File: src/rtl/ket_pkg.sv
// Shared types, constants and helpers for the keyed entry table.
// Used by the controller, the datapath and the top level. No dependencies.
package ket_pkg;

  // Table geometry.
  localparam int TABLE_DEPTH = 16;
  localparam int NAME_BYTES  = 8;
  localparam int NAME_W      = 8 * NAME_BYTES;
  localparam int KEY_W       = 32;
  localparam int IN_NAME_W   = 64;
  localparam int IDX_W       = (TABLE_DEPTH > 1) ? $clog2(TABLE_DEPTH) : 1;
  localparam int CNT_W       = $clog2(TABLE_DEPTH + 1);
  localparam int CAP_W       = 5;
  localparam int LIM_W       = (CNT_W > CAP_W) ? CNT_W : CAP_W;
  localparam logic [CAP_W-1:0] CAP_RESET = 5'd16;

  // Operation codes.
  localparam logic [1:0] OP_INSERT = 2'd0;
  localparam logic [1:0] OP_DELETE = 2'd1;
  localparam logic [1:0] OP_LOOKUP = 2'd2;
  localparam logic [1:0] OP_UPDATE = 2'd3;

  // Result status codes.
  localparam logic [1:0] ST_OK      = 2'd0;
  localparam logic [1:0] ST_FULL    = 2'd1;
  localparam logic [1:0] ST_DUP     = 2'd2;
  localparam logic [1:0] ST_MISSING = 2'd3;

  // One stored table entry.
  typedef struct packed {
    logic [KEY_W-1:0]  key;
    logic [NAME_W-1:0] name;
  } entry_t;

  // Commands from the controller to the datapath.
  typedef struct packed {
    logic load;
    logic scan_en;
    logic shift_init;
    logic shift_en;
    logic commit;
  } ket_cmd_t;

  // Status from the datapath to the controller.
  typedef struct packed {
    logic scan_done;
    logic do_shift;
    logic shift_done;
  } ket_sts_t;

  // Keep the low NAME_BYTES bytes up to, not including, the first zero byte.
  function automatic logic [NAME_W-1:0] clean_name(input logic [IN_NAME_W-1:0] raw);
    logic [NAME_W-1:0] kept;
    logic              stop;
    kept = '0;
    stop = 1'b0;
    for (int b = 0; b < NAME_BYTES; b++) begin
      if (raw[8*b +: 8] == 8'd0) begin
        stop = 1'b1;
      end
      if (!stop) begin
        kept[8*b +: 8] = raw[8*b +: 8];
      end
    end
    return kept;
  endfunction

endpackage

File: src/rtl/keyed_entry_table_unit.sv
// Keyed entry table: top level joining controller and datapath.
// An item is loaded, scanned, for a delete of row P shifted (each later row moves one
// place down), then committed to the result registers once the output slot is free.
// One item at a time; the scan reads one entry per cycle through the table RAM port.
// Reset: entry count to zero, capacity to 16; table rows are not cleared.
module keyed_entry_table_unit (
  input  logic                clk,
  input  logic                rst_n,
  input  logic                in_valid,
  output logic                in_ready,
  input  logic [1:0]          in_opcode,
  input  logic signed [31:0]  in_key,
  input  logic signed [31:0]  in_new_key,
  input  logic [63:0]         in_name_data,
  output logic                out_valid,
  input  logic                out_ready,
  output logic [1:0]          out_status,
  output logic signed [31:0]  out_found_key,
  output logic [63:0]         out_found_name,
  output logic [4:0]          out_entry_count,
  input  logic                cfg_valid,
  output logic                cfg_ready,
  input  logic [4:0]          cfg_data
);
  import ket_pkg::*;

  ket_cmd_t cmd;
  ket_sts_t sts;

  // Capacity writes are to arrive only while idle; the block does not enforce this and always takes them.
  assign cfg_ready = 1'b1;

  ket_ctrl u_ctrl (
    .clk      (clk),
    .rst_n    (rst_n),
    .in_valid (in_valid),
    .in_ready (in_ready),
    .out_valid(out_valid),
    .out_ready(out_ready),
    .cmd      (cmd),
    .sts      (sts)
  );

  ket_datapath u_dp (
    .clk            (clk),
    .rst_n          (rst_n),
    .cmd            (cmd),
    .sts            (sts),
    .in_opcode      (in_opcode),
    .in_key         (in_key),
    .in_new_key     (in_new_key),
    .in_name_data   (in_name_data),
    .cfg_we         (cfg_valid),
    .cfg_data       (cfg_data),
    .res_status     (out_status),
    .res_found_key  (out_found_key),
    .res_found_name (out_found_name),
    .res_entry_count(out_entry_count)
  );

endmodule

File: src/rtl/ket_ram.sv
// Generic single-write, single-read RAM with a registered read port.
// Self-contained; no package dependency.
module ket_ram #(
  parameter int WIDTH = 8,
  parameter int DEPTH = 16,
  localparam int ADDR_W = (DEPTH > 1) ? $clog2(DEPTH) : 1
) (
  input  logic              clk,
  input  logic              we,
  input  logic [ADDR_W-1:0] waddr,
  input  logic [WIDTH-1:0]  wdata,
  input  logic [ADDR_W-1:0] raddr,
  output logic [WIDTH-1:0]  rdata
);

  logic [WIDTH-1:0] mem [DEPTH];

  // Write port and registered read port.
  always_ff @(posedge clk) begin
    if (we) begin
      mem[waddr] <= wdata;
    end
    rdata <= mem[raddr];
  end

endmodule

File: src/rtl/ket_datapath.sv
// Datapath of the keyed entry table: operand registers, entry RAM, scan and
// shift pipelines, result registers. Depends on ket_pkg and ket_ram.
module ket_datapath (
  input  logic                         clk,
  input  logic                         rst_n,
  input  ket_pkg::ket_cmd_t            cmd,
  output ket_pkg::ket_sts_t            sts,
  input  logic [1:0]                   in_opcode,
  input  logic [ket_pkg::KEY_W-1:0]    in_key,
  input  logic [ket_pkg::KEY_W-1:0]    in_new_key,
  input  logic [ket_pkg::IN_NAME_W-1:0] in_name_data,
  input  logic                         cfg_we,
  input  logic [ket_pkg::CAP_W-1:0]    cfg_data,
  output logic [1:0]                   res_status,
  output logic [ket_pkg::KEY_W-1:0]    res_found_key,
  output logic [ket_pkg::IN_NAME_W-1:0] res_found_name,
  output logic [ket_pkg::CAP_W-1:0]    res_entry_count
);
  import ket_pkg::*;

  // Configuration and table occupancy.
  logic [CAP_W-1:0] capacity_r;
  logic [CNT_W-1:0] count_r, count_nxt;

  // Operand registers for the item at work.
  logic [1:0]        op_r;
  logic [KEY_W-1:0]  key_r, new_key_r;
  logic [NAME_W-1:0] name_r;

  // Scan pipeline.
  logic [CNT_W-1:0]  scan_idx_r;
  logic              cmp_vld_r;
  logic [IDX_W-1:0]  cmp_idx_r;
  logic              hit_k_r, hit_nk_r;
  logic [IDX_W-1:0]  pos_r;
  logic [NAME_W-1:0] found_nm_r;

  // Shift pipeline for delete.
  logic [CNT_W-1:0] sh_idx_r;
  logic             sh_vld_r;
  logic [IDX_W-1:0] sh_wr_addr_r;

  // Result registers.
  logic [1:0]           status_r, status_nxt;
  logic [KEY_W-1:0]     found_key_r;
  logic [IN_NAME_W-1:0] found_name_r;
  logic [CAP_W-1:0]     out_count_r;

  // RAM ports.
  logic             ram_we;
  logic [IDX_W-1:0] ram_waddr, ram_raddr;
  entry_t           ram_wdata, ram_rdata;

  logic [LIM_W-1:0] limit;
  logic             full;
  logic             scan_issue, shift_issue;

  ket_ram #(
    .WIDTH($bits(entry_t)),
    .DEPTH(TABLE_DEPTH)
  ) u_ram (
    .clk  (clk),
    .we   (ram_we),
    .waddr(ram_waddr),
    .wdata(ram_wdata),
    .raddr(ram_raddr),
    .rdata(ram_rdata)
  );

  // The effective limit is the smaller of capacity and the table depth.
  assign limit = (LIM_W'(capacity_r) < LIM_W'(TABLE_DEPTH)) ?
                 LIM_W'(capacity_r) : LIM_W'(TABLE_DEPTH);
  assign full  = (LIM_W'(count_r) >= limit);

  assign scan_issue  = cmd.scan_en && (scan_idx_r < count_r);
  assign shift_issue = cmd.shift_en && (sh_idx_r < count_r);
  assign ram_raddr   = cmd.shift_en ? sh_idx_r[IDX_W-1:0] : scan_idx_r[IDX_W-1:0];

  // Status back to the controller.
  assign sts.scan_done  = (scan_idx_r >= count_r) && !cmp_vld_r;
  assign sts.do_shift   = (op_r == OP_DELETE) && hit_k_r;
  assign sts.shift_done = (sh_idx_r >= count_r) && !sh_vld_r;

  // Result decision, table writes for the delete shift and at commit, and count update at commit.
  always_comb begin
    status_nxt = ST_OK;
    count_nxt  = count_r;
    ram_we     = sh_vld_r;
    ram_waddr  = sh_wr_addr_r;
    ram_wdata  = ram_rdata;
    unique case (op_r)
      OP_INSERT: begin
        if (full) begin
          status_nxt = ST_FULL;
        end else if (hit_k_r) begin
          status_nxt = ST_DUP;
        end
      end
      OP_DELETE: begin
        if (!hit_k_r) begin
          status_nxt = ST_MISSING;
        end
      end
      OP_LOOKUP: begin
        if (!hit_k_r) begin
          status_nxt = ST_MISSING;
        end
      end
      default: begin
        if ((new_key_r != key_r) && hit_nk_r) begin
          status_nxt = ST_DUP;
        end else if (!hit_k_r) begin
          status_nxt = ST_MISSING;
        end
      end
    endcase
    if (cmd.commit && (status_nxt == ST_OK)) begin
      if (op_r == OP_INSERT) begin
        ram_we        = 1'b1;
        ram_waddr     = count_r[IDX_W-1:0];
        ram_wdata.key = key_r;
        ram_wdata.name = name_r;
        count_nxt     = count_r + CNT_W'(1);
      end else if (op_r == OP_UPDATE) begin
        ram_we        = 1'b1;
        ram_waddr     = pos_r;
        ram_wdata.key = new_key_r;
        ram_wdata.name = name_r;
      end else if (op_r == OP_DELETE) begin
        count_nxt     = count_r - CNT_W'(1);
      end
    end
  end

  // Control registers.
  always_ff @(posedge clk) begin
    if (!rst_n) begin
      capacity_r <= CAP_RESET;
      count_r    <= '0;
      cmp_vld_r  <= 1'b0;
      sh_vld_r   <= 1'b0;
    end else begin
      if (cfg_we) begin
        capacity_r <= cfg_data;
      end
      if (cmd.commit) begin
        count_r <= count_nxt;
      end
      cmp_vld_r <= scan_issue;
      sh_vld_r  <= shift_issue;
    end
  end

  // Operand capture, scan and shift bookkeeping, result registers.
  always_ff @(posedge clk) begin
    if (cmd.load) begin
      op_r       <= in_opcode;
      key_r      <= in_key;
      new_key_r  <= in_new_key;
      name_r     <= clean_name(in_name_data);
      scan_idx_r <= '0;
      hit_k_r    <= 1'b0;
      hit_nk_r   <= 1'b0;
    end else if (scan_issue) begin
      scan_idx_r <= scan_idx_r + CNT_W'(1);
    end
    if (scan_issue) begin
      cmp_idx_r <= scan_idx_r[IDX_W-1:0];
    end
    // Compare the entry read in the previous cycle against both keys.
    if (!cmd.load && cmp_vld_r) begin
      if (ram_rdata.key == key_r && !hit_k_r) begin
        hit_k_r    <= 1'b1;
        pos_r      <= cmp_idx_r;
        found_nm_r <= ram_rdata.name;
      end
      if (ram_rdata.key == new_key_r) begin
        hit_nk_r <= 1'b1;
      end
    end
    // Delete moves each later entry one place down.
    if (cmd.shift_init) begin
      sh_idx_r <= CNT_W'(pos_r) + CNT_W'(1);
    end else if (shift_issue) begin
      sh_idx_r     <= sh_idx_r + CNT_W'(1);
      sh_wr_addr_r <= sh_idx_r[IDX_W-1:0] - IDX_W'(1);
    end
    if (cmd.commit) begin
      status_r     <= status_nxt;
      out_count_r  <= CAP_W'(count_nxt);
      if ((op_r == OP_LOOKUP) && (status_nxt == ST_OK)) begin
        found_key_r  <= key_r;
        found_name_r <= IN_NAME_W'(found_nm_r);
      end else begin
        found_key_r  <= '0;
        found_name_r <= '0;
      end
    end
  end

  assign res_status      = status_r;
  assign res_found_key   = found_key_r;
  assign res_found_name  = found_name_r;
  assign res_entry_count = out_count_r;

  // The table never holds more entries than it has rows.
  a_count_bound: assert property (@(posedge clk) disable iff (!rst_n)
    count_r <= CNT_W'(TABLE_DEPTH))
    else $error("entry count exceeds table depth");

  // The table is not written while a scan is reading it.
  a_no_write_in_scan: assert property (@(posedge clk) disable iff (!rst_n)
    cmd.scan_en |-> !ram_we)
    else $error("table written during scan");

  // A successful insert grows the table by exactly one entry.
  a_insert_grows: assert property (@(posedge clk) disable iff (!rst_n)
    (cmd.commit && op_r == OP_INSERT && status_nxt == ST_OK)
    |=> count_r == CNT_W'($past(count_r) + CNT_W'(1)))
    else $error("insert did not grow the table by one");

endmodule

File: src/rtl/ket_ctrl.sv
// Controller of the keyed entry table: sequences load, scan, shift and
// commit, and owns the result valid flag. Depends on ket_pkg.
module ket_ctrl (
  input  logic              clk,
  input  logic              rst_n,
  input  logic              in_valid,
  output logic              in_ready,
  output logic              out_valid,
  input  logic              out_ready,
  output ket_pkg::ket_cmd_t cmd,
  input  ket_pkg::ket_sts_t sts
);
  import ket_pkg::*;

  typedef enum logic [1:0] {
    S_IDLE,
    S_SCAN,
    S_SHIFT,
    S_FINISH
  } state_t;

  state_t state_r, state_nxt;
  logic   out_valid_r, out_valid_nxt;
  logic   slot_free;

  // The result register may be refilled once its item is taken.
  assign slot_free = !out_valid_r || out_ready;
  assign in_ready  = (state_r == S_IDLE);
  assign out_valid = out_valid_r;

  // Commands and next state.
  always_comb begin
    cmd           = '0;
    state_nxt     = state_r;
    out_valid_nxt = out_valid_r && !out_ready;
    unique case (state_r)
      S_IDLE: begin
        if (in_valid) begin
          cmd.load  = 1'b1;
          state_nxt = S_SCAN;
        end
      end
      S_SCAN: begin
        cmd.scan_en = 1'b1;
        if (sts.scan_done) begin
          if (sts.do_shift) begin
            cmd.shift_init = 1'b1;
            state_nxt      = S_SHIFT;
          end else begin
            state_nxt = S_FINISH;
          end
        end
      end
      S_SHIFT: begin
        cmd.shift_en = 1'b1;
        if (sts.shift_done) begin
          state_nxt = S_FINISH;
        end
      end
      S_FINISH: begin
        if (slot_free) begin
          cmd.commit    = 1'b1;
          out_valid_nxt = 1'b1;
          state_nxt     = S_IDLE;
        end
      end
      default: state_nxt = S_IDLE;
    endcase
  end

  // State and registered outputs.
  always_ff @(posedge clk) begin
    if (!rst_n) begin
      state_r     <= S_IDLE;
      out_valid_r <= 1'b0;
    end else begin
      state_r     <= state_nxt;
      out_valid_r <= out_valid_nxt;
    end
  end

endmodule
File: config.mk
export PLATFORM = sky130hd
export DESIGN_NAME = keyed_entry_table_unit
export DESIGN_NICKNAME = d
export VERILOG_FILES = /design/src/rtl/ket_pkg.sv /design/src/rtl/keyed_entry_table_unit.sv /design/src/rtl/ket_ram.sv /design/src/rtl/ket_datapath.sv /design/src/rtl/ket_ctrl.sv
export SDC_FILE = /design/constraint.sdc
export NUM_CORES = 2
export LEC_CHECK = 0
export ABC_AREA = 1
export BUFFER_PORTS_ARGS = -buffer_cell sky130_fd_sc_hd__buf_4
export CAP_MARGIN = 5
export CORE_ASPECT_RATIO = 1.1
export CORE_MARGIN = 2
export CORE_UTILIZATION = 30
export CTS_BUF_LIST = sky130_fd_sc_hd__clkbuf_2
export DETAILED_ROUTE_END_ITERATION = 10
export GPL_TIMING_DRIVEN = 0
export PLACE_DENSITY_LB_ADDON = 0.2
export SLEW_MARGIN = 40
export SYNTH_ARGS = -nofsm -noshare
export SYNTH_HDL_FRONTEND = slang
export SYNTH_SLANG_ARGS = --single-unit
File: constraint.sdc
create_clock -name clk -period 15.5 [get_ports clk]
set_clock_uncertainty 0.2 [all_clocks]
set_input_delay 1.55 -clock clk [delete_from_list [all_inputs] [get_ports clk]]
set_output_delay 1.55 -clock clk [all_outputs]
set_load 0.05 [all_outputs]
After elaboration in Yosys (flattened, before gate mapping)
Memories as Yosys holds them, arrays and structs flattened. A register that Yosys moved wholly into a read port is not among the register bits.
Index checks and enable logic that the tools add are counted.
- $add $sub $neg: 6
- magnitude comparators: 6
- eq/ne operators: 13
- muxes and demuxes: 62
- bitwise gates (word level): 1
- reduce and logical (&&, ||, !) cells: 34
- operators with widths (cell ; number):
    96-bit 2-to-1 mux ; 3
    32-bit == test ; 2
    8-bit zero test ; 8
    1-bit 2-to-1 mux ; 37
    5-bit 2-to-1 mux ; 7
    32-bit inequality test ; 1
    2-bit 2-to-1 mux ; 9
    4-bit 2-to-1 mux ; 4
    5-bit by 1-bit adder with 5-bit output (second input constant) ; 3
    5-bit >= comparator ; 3
    1-bit logical AND ; 11
    5-bit < comparator ; 2
    2-bit == test (second input constant) ; 4
    2-bit one-hot mux with 4 select lines ; 1
    1-bit zero test ; 6
    2-bit zero test ; 3
    2-bit inequality test (second input constant) ; 3
    4-bit by 1-bit adder with 5-bit output (second input constant) ; 1
    5-bit < comparator (second input constant) ; 1
    5-bit by 1-bit subtractor with 5-bit output (second input constant) ; 1
    2-bit by 1-bit == test with 1-bit output (second input constant) ; 2
    2-bit one-hot mux with 2 select lines ; 1
    2-bit AND reduction ; 2
    4-bit AND reduction ; 1
    other kinds (6) ; 6
- register bits after elaboration: 336
- memory bits (writable): 1536
- input port bits: 140
- logic and storage cells: 152
- memories: 1
- memory list (name ; depth ; bits a word ; read ports ; clocked after memory_dff ; write ports ; RTL line ; RTL):
    u_dp.u_ram.mem ; 16 ; 96 ; 1 ; 1 ; 1 ; ket_ram.sv:16 ; logic [WIDTH-1:0] mem [DEPTH];

Longest topological paths before layout
- depth after elaboration: 17
- mapped depth: 17

Cells and area by module
From an unflattened synthesis, not the netlist that was laid out.
- cell total of the unflattened synthesis: 7937
- area, all modules: 83679.0 um^2
- by module, submodules not included (module ; times used ; cells an instance ; area an instance (um^2) ; sequential area each (um^2)):
    ket_ram ; 1 ; 6302 ; 67708.7 ; 48046.1
    ket_datapath ; 1 ; 1592 ; 15686.3 ; 9809.4
    ket_ctrl ; 1 ; 41 ; 272.8 ; 60.1
    keyed_entry_table_unit ; 1 ; 2 ; 11.3 ; 0.0

Worst setup path before layout
OpenSTA, ideal clock, no wires.
- path type: input to register
- start: in out_ready
- end: mem u_dp.u_ram.mem[0][0] in the netlist's numbering, enable pin
- setup time: 0.552 ns
- arrival time: 12.054 ns
- data required time: 14.748 ns
- slack: 2.694 ns
- stages on the path: 7
- path buffers: 1
- path through: inv_1 > a21oi_1 > nand3_2 > buf_6 > o21ai_1 > nand2_1 > nor2_1
- RTL lines (element ; RTL line ; RTL):
    start: declaration ; keyed_entry_table_unit.sv:16 ; input logic out_ready,
    end: declaration ; ket_ram.sv:16 ;

Worst setup path after layout
- start: reg u_dp.count_r[0]
- end: mem u_dp.u_ram.mem[0][43] in the netlist's numbering, enable pin
- longest elaborated chain between the ends: 8
- elaborated cells on any way between the ends: 10
- ends and longest elaborated chain (element ; RTL line ; RTL):
    start: declaration ; ket_datapath.sv:23 ; logic [CNT_W-1:0] count_r, count_nxt;
    start signal: assignment ; ket_datapath.sv:147 ; count_r <= count_nxt;
    5-bit >= comparator (*) ; ket_datapath.sv:73 ; assign full = (LIM_W'(count_r) >= limit);
    2-bit 2-to-1 mux (*) ; ket_datapath.sv:93 ; if (full) begin
    2-bit one-hot mux with 2 select lines (*) ; ket_datapath.sv:91 ; unique case (op_r)
    named net u_dp.status_nxt[0] ; ket_datapath.sv:44 ; logic [1:0] status_r, status_nxt;
    2-bit zero test (*) ; ket_datapath.sv:117 ; if (cmd.commit && (status_nxt == ST_OK)) begin
    1-bit logical AND (*) ; ket_datapath.sv:117 ;
    1-bit 2-to-1 mux ; ket_datapath.sv:117 ;
    1-bit 2-to-1 mux ; ket_ram.sv:20 ; if (we) begin
    1-bit 2-to-1 mux (not written as such) ; ket_ram.sv:21 ; mem[waddr] <= wdata;
Mark *: on every way through the listed nets, which the timed path passes. The rest lies on a longest branch.

==> flow_summary.toml <==
[clock_network]
clkSinkCount = 1968
clk_path_buf_depth = 4
clk_latency_ns = 1.72
cts_tree = "done"
ctsHtreeMaxLevel = 6
cts_root_buffer = "clkbuf_2"
cts-resized-gates = 0
cts_made_buffers = 538
clk_pin_slew_ns = 0.10

[logic_synthesis]
synth.yosys.seq_area_share = 0.727
synth.area.mux_share = 0
yosys-top-cells-area = "edfxtp_1, inv_1, nand2_1"
synth_top_cell_by_area = "edfxtp_1"
synthAdderAreaFrac = 0.00440
synth-xor-area-share = 0.00726
synth_simple_gate_area_frac = 0.0857
synth_most_common_cell = "edfxtp_1"
avgSynthCellArea_sq_um = 12.2
syn_nets = 6703
synth_top_family_by_area = "compound AO/OA/AOI/OAI gates"
yosysUniqueCellTypes = 43
synth-edff-count = 1850
yosys.area.top_type_share = 0.698
ys_ff_latch = 1968
synth_compound_area_frac = 0.106
yosysWarnings = 0
synth_cells = 6535
synthTopCellsByCount = "edfxtp_1, inv_1, nand2_1, o21ai_0, nand3_1"
ys_async_sr_fraction = 0
synth_ff_type = "edfxtp_1"
syn_area_sq_um = 79600

[layout]
area_growth_pct = 21.4
drive_gt1_frac = 0.188
num-fill-cells = 25900
ff_latch_area_sq_um = 57900
fin_nets = 7844
multi_input_area_sq_um = 16500

[sta]
slew_headroom = 0.406
fmax_ghz = 0.207
finalSetupTns_ns = 0
rsz0062_at_grt = "no"
fin_crit_ns = 4.83
setup_viol = 0
finalMaxSlewViolations = 0
whs_ns = 0.209
hold_viol = 0
tightest_slew_ns = 0.891
finalCritPeriodShare = 0.311

[floorplanning]
core_area_sq_um = 264000
start_util = 0.301
dieHeight_um = 544
num_io_pins = 246
die_w_um = 495
std_cell_rows = 198
dieArea_sq_um = 270000

[global_routing]
antenna_found_initial = 23
gr-usage-all-layers = 0.202
grt_pass1_wl_um = 391000
grt_overflow = 0
grt_max_degree = 55
grt_pass1_vias = 54700

[routing]
detail-route-antenna-nets = 0
vias = 55700
drtIter0Drc = 5329
wl_um = 280000
viasPerCell = 4.81
drcViolationCount = 0
dr.pass1.iters = 8
drt-wirelength-per-cell_um = 24.2

[run]
max-cap-violations = 0

[setup_path]
critical_path.endpoint_type = "flip-flop"
crit_type = "flip-flop to flip-flop"
required_ns = 16.66
worst_setup_path_start_kind = "flip-flop"
crit_fanout = 12
arrival_ns = 5.99

[placed_design]
place_hpwl_um = 191000
gp_congestion = 0.871
place.port_buffers = 244

[status]
status = "completed"

[power]
power_density_nw_per_um2 = 158
power.leakage_nw = 36.6
ir_worst_vdd_mv = 0.0689
p_total_mw = 15.2

[hold_path]
hold_path.class = "flip-flop to flip-flop"
## worst max-delay path, cell delays in order (launching register included)
cell	delay, ns
dfxtp_1	0.55
inv_1	0.15
ha_1	0.30
o21ai_0	0.16
o211ai_1	0.17
nand2_1	0.10
nand2_1	0.05
nand2_1	0.07
nand2_1	0.14
nor2_4	0.20
nand3_2	0.20
nand2_1	0.17
nand3_1	0.37
nor2_4	0.63
buf_16	0.23
buf_8	0.18
buf_8	0.21
buf_16	0.18
buf_16	0.16
## through the flow
step | std cells | setup slack [ns] | util | area, sq um
2_1_floorplan | 6535 | 2.69 | - | 79600
3_3_place_gp | 10300 | -10.57 | 0.325 | 85800
3_5_place_dp | 10500 | 10.23 | 0.341 | 90200
4_1_cts | 11600 | 10.67 | 0.366 | 96600
5_1_grt | 11600 | 10.42 | 0.366 | 96700
6_report | 11600 | 10.67 | 0.366 | 96700
## kinds of logic (layout without fill, tap and decap cells)
group | count (synthesis) | after routing
DFF | 1968 | 1968
and+or+nand+nor | 1622 | 1622
AOI/OAI and AO/OA | 1452 | 1452
buffers and inverters | 1398 | 2923
xor gates and xnor gates | 66 | 66
adders and majority gates | 28 | 28
other | 1 | 11
## flip-flops by register name (all words and copies together) (netlist names), 4 cells and up
register / count
u_dp.key_r: 32
u_dp.count_r: 5
u_dp.u_ram.rdata: 96
u_dp.name_r: 64
u_dp.sh_idx_r: 5
u_dp.u_ram.mem: 1536
u_dp.res_found_key: 32
u_dp.new_key_r: 32
u_dp.found_nm_r: 64
u_dp.scan_idx_r: 5
u_dp.res_entry_count: 5
u_dp.res_found_name: 64
u_dp.sh_wr_addr_r: 4
u_dp.pos_r: 4
u_dp.cmp_idx_r: 4
u_dp.capacity_r: 5
## cell usage in the layout (no fill, tap or decap), drive strengths merged
| cell type | synthesis | final |
|---|---|---|
| a211oi | 2 | 2 |
| nand4 | 14 | 14 |
| bufinv | 0 | 14 |
| xor2 | 26 | 26 |
| diode | 0 | 10 |
| nand3 | 492 | 492 |
| o22ai | 16 | 16 |
| o211ai | 378 | 378 |
| ha | 28 | 28 |
| conb | 1 | 1 |
| a21boi | 1 | 1 |
| nand3b | 1 | 1 |
| dlygate4sd3 | 0 | 151 |
| xnor2 | 40 | 40 |
| edfxtp | 1850 | 1850 |
| nor3 | 7 | 7 |
| and3 | 1 | 1 |
| o21ai | 528 | 528 |
| o221ai | 38 | 38 |
| inv | 1019 | 1035 |
| clkinvlp | 0 | 6 |
| nor4 | 17 | 17 |
| or4 | 1 | 1 |
| clkbuf | 210 | 993 |
| dfxtp | 118 | 118 |
| o21bai | 2 | 2 |
| a21o | 1 | 1 |
| buf | 166 | 616 |
| nor2 | 219 | 219 |
| o31ai | 1 | 1 |
| nand2 | 870 | 870 |
| o2111ai | 4 | 4 |
| a221oi | 5 | 5 |
| a21oi | 476 | 476 |
| clkinv | 3 | 108 |
## worst paths after layout
check	cells past startpoint	slack [ns]	start	endpoint
max	18	10.67	u_dp.count_r[0]	u_dp.u_ram.mem[0][43]
min	0	0.21	u_dp.cmp_idx_r[0]	u_dp.pos_r[0]
max reg2reg	18	10.67	u_dp.count_r[0]	u_dp.u_ram.mem[0][43]
min reg2reg	0	0.21	u_dp.cmp_idx_r[0]	u_dp.pos_r[0]
## final cells by class
type | count | area share
sequential | 1968 | 0.599
tap | 3500 | 0.0453
buffer | 376 | 0.0181
inverter | 1022 | 0.0398
antenna | 10 | 0.000259
clock inverter | 141 | 0.0102
timing repair buffer | 601 | 0.0760
multi-input combinational | 3169 | 0.171
clock buffer | 783 | 0.0405
## layer usage
| metal | global-route usage | routed length (um) |
|---|---|---|
| met4 | 0.0734 | 9210 |
| met5 | 0 | 24 |
| met3 | 0.0419 | 21400 |
| met2 | 0.320 | 128000 |
| met1 | 0.273 | 121000 |
## power by group
group,internal (mW),switching [mW]
combinational,1.06,3.31
sequential,6.82,0.227
clock,1.58,2.25
## what timing repair did
| item | in CTS | in global routing |
|---|---|---|
| setup buffers | 0 | 0 |
| endpoints found under the setup margin | 0 | 0 |
| endpoints found under the hold margin | 147 | 0 |
| hold buffers | 151 | 0 |
No activity file was read; power rests on OpenSTA's default activity.
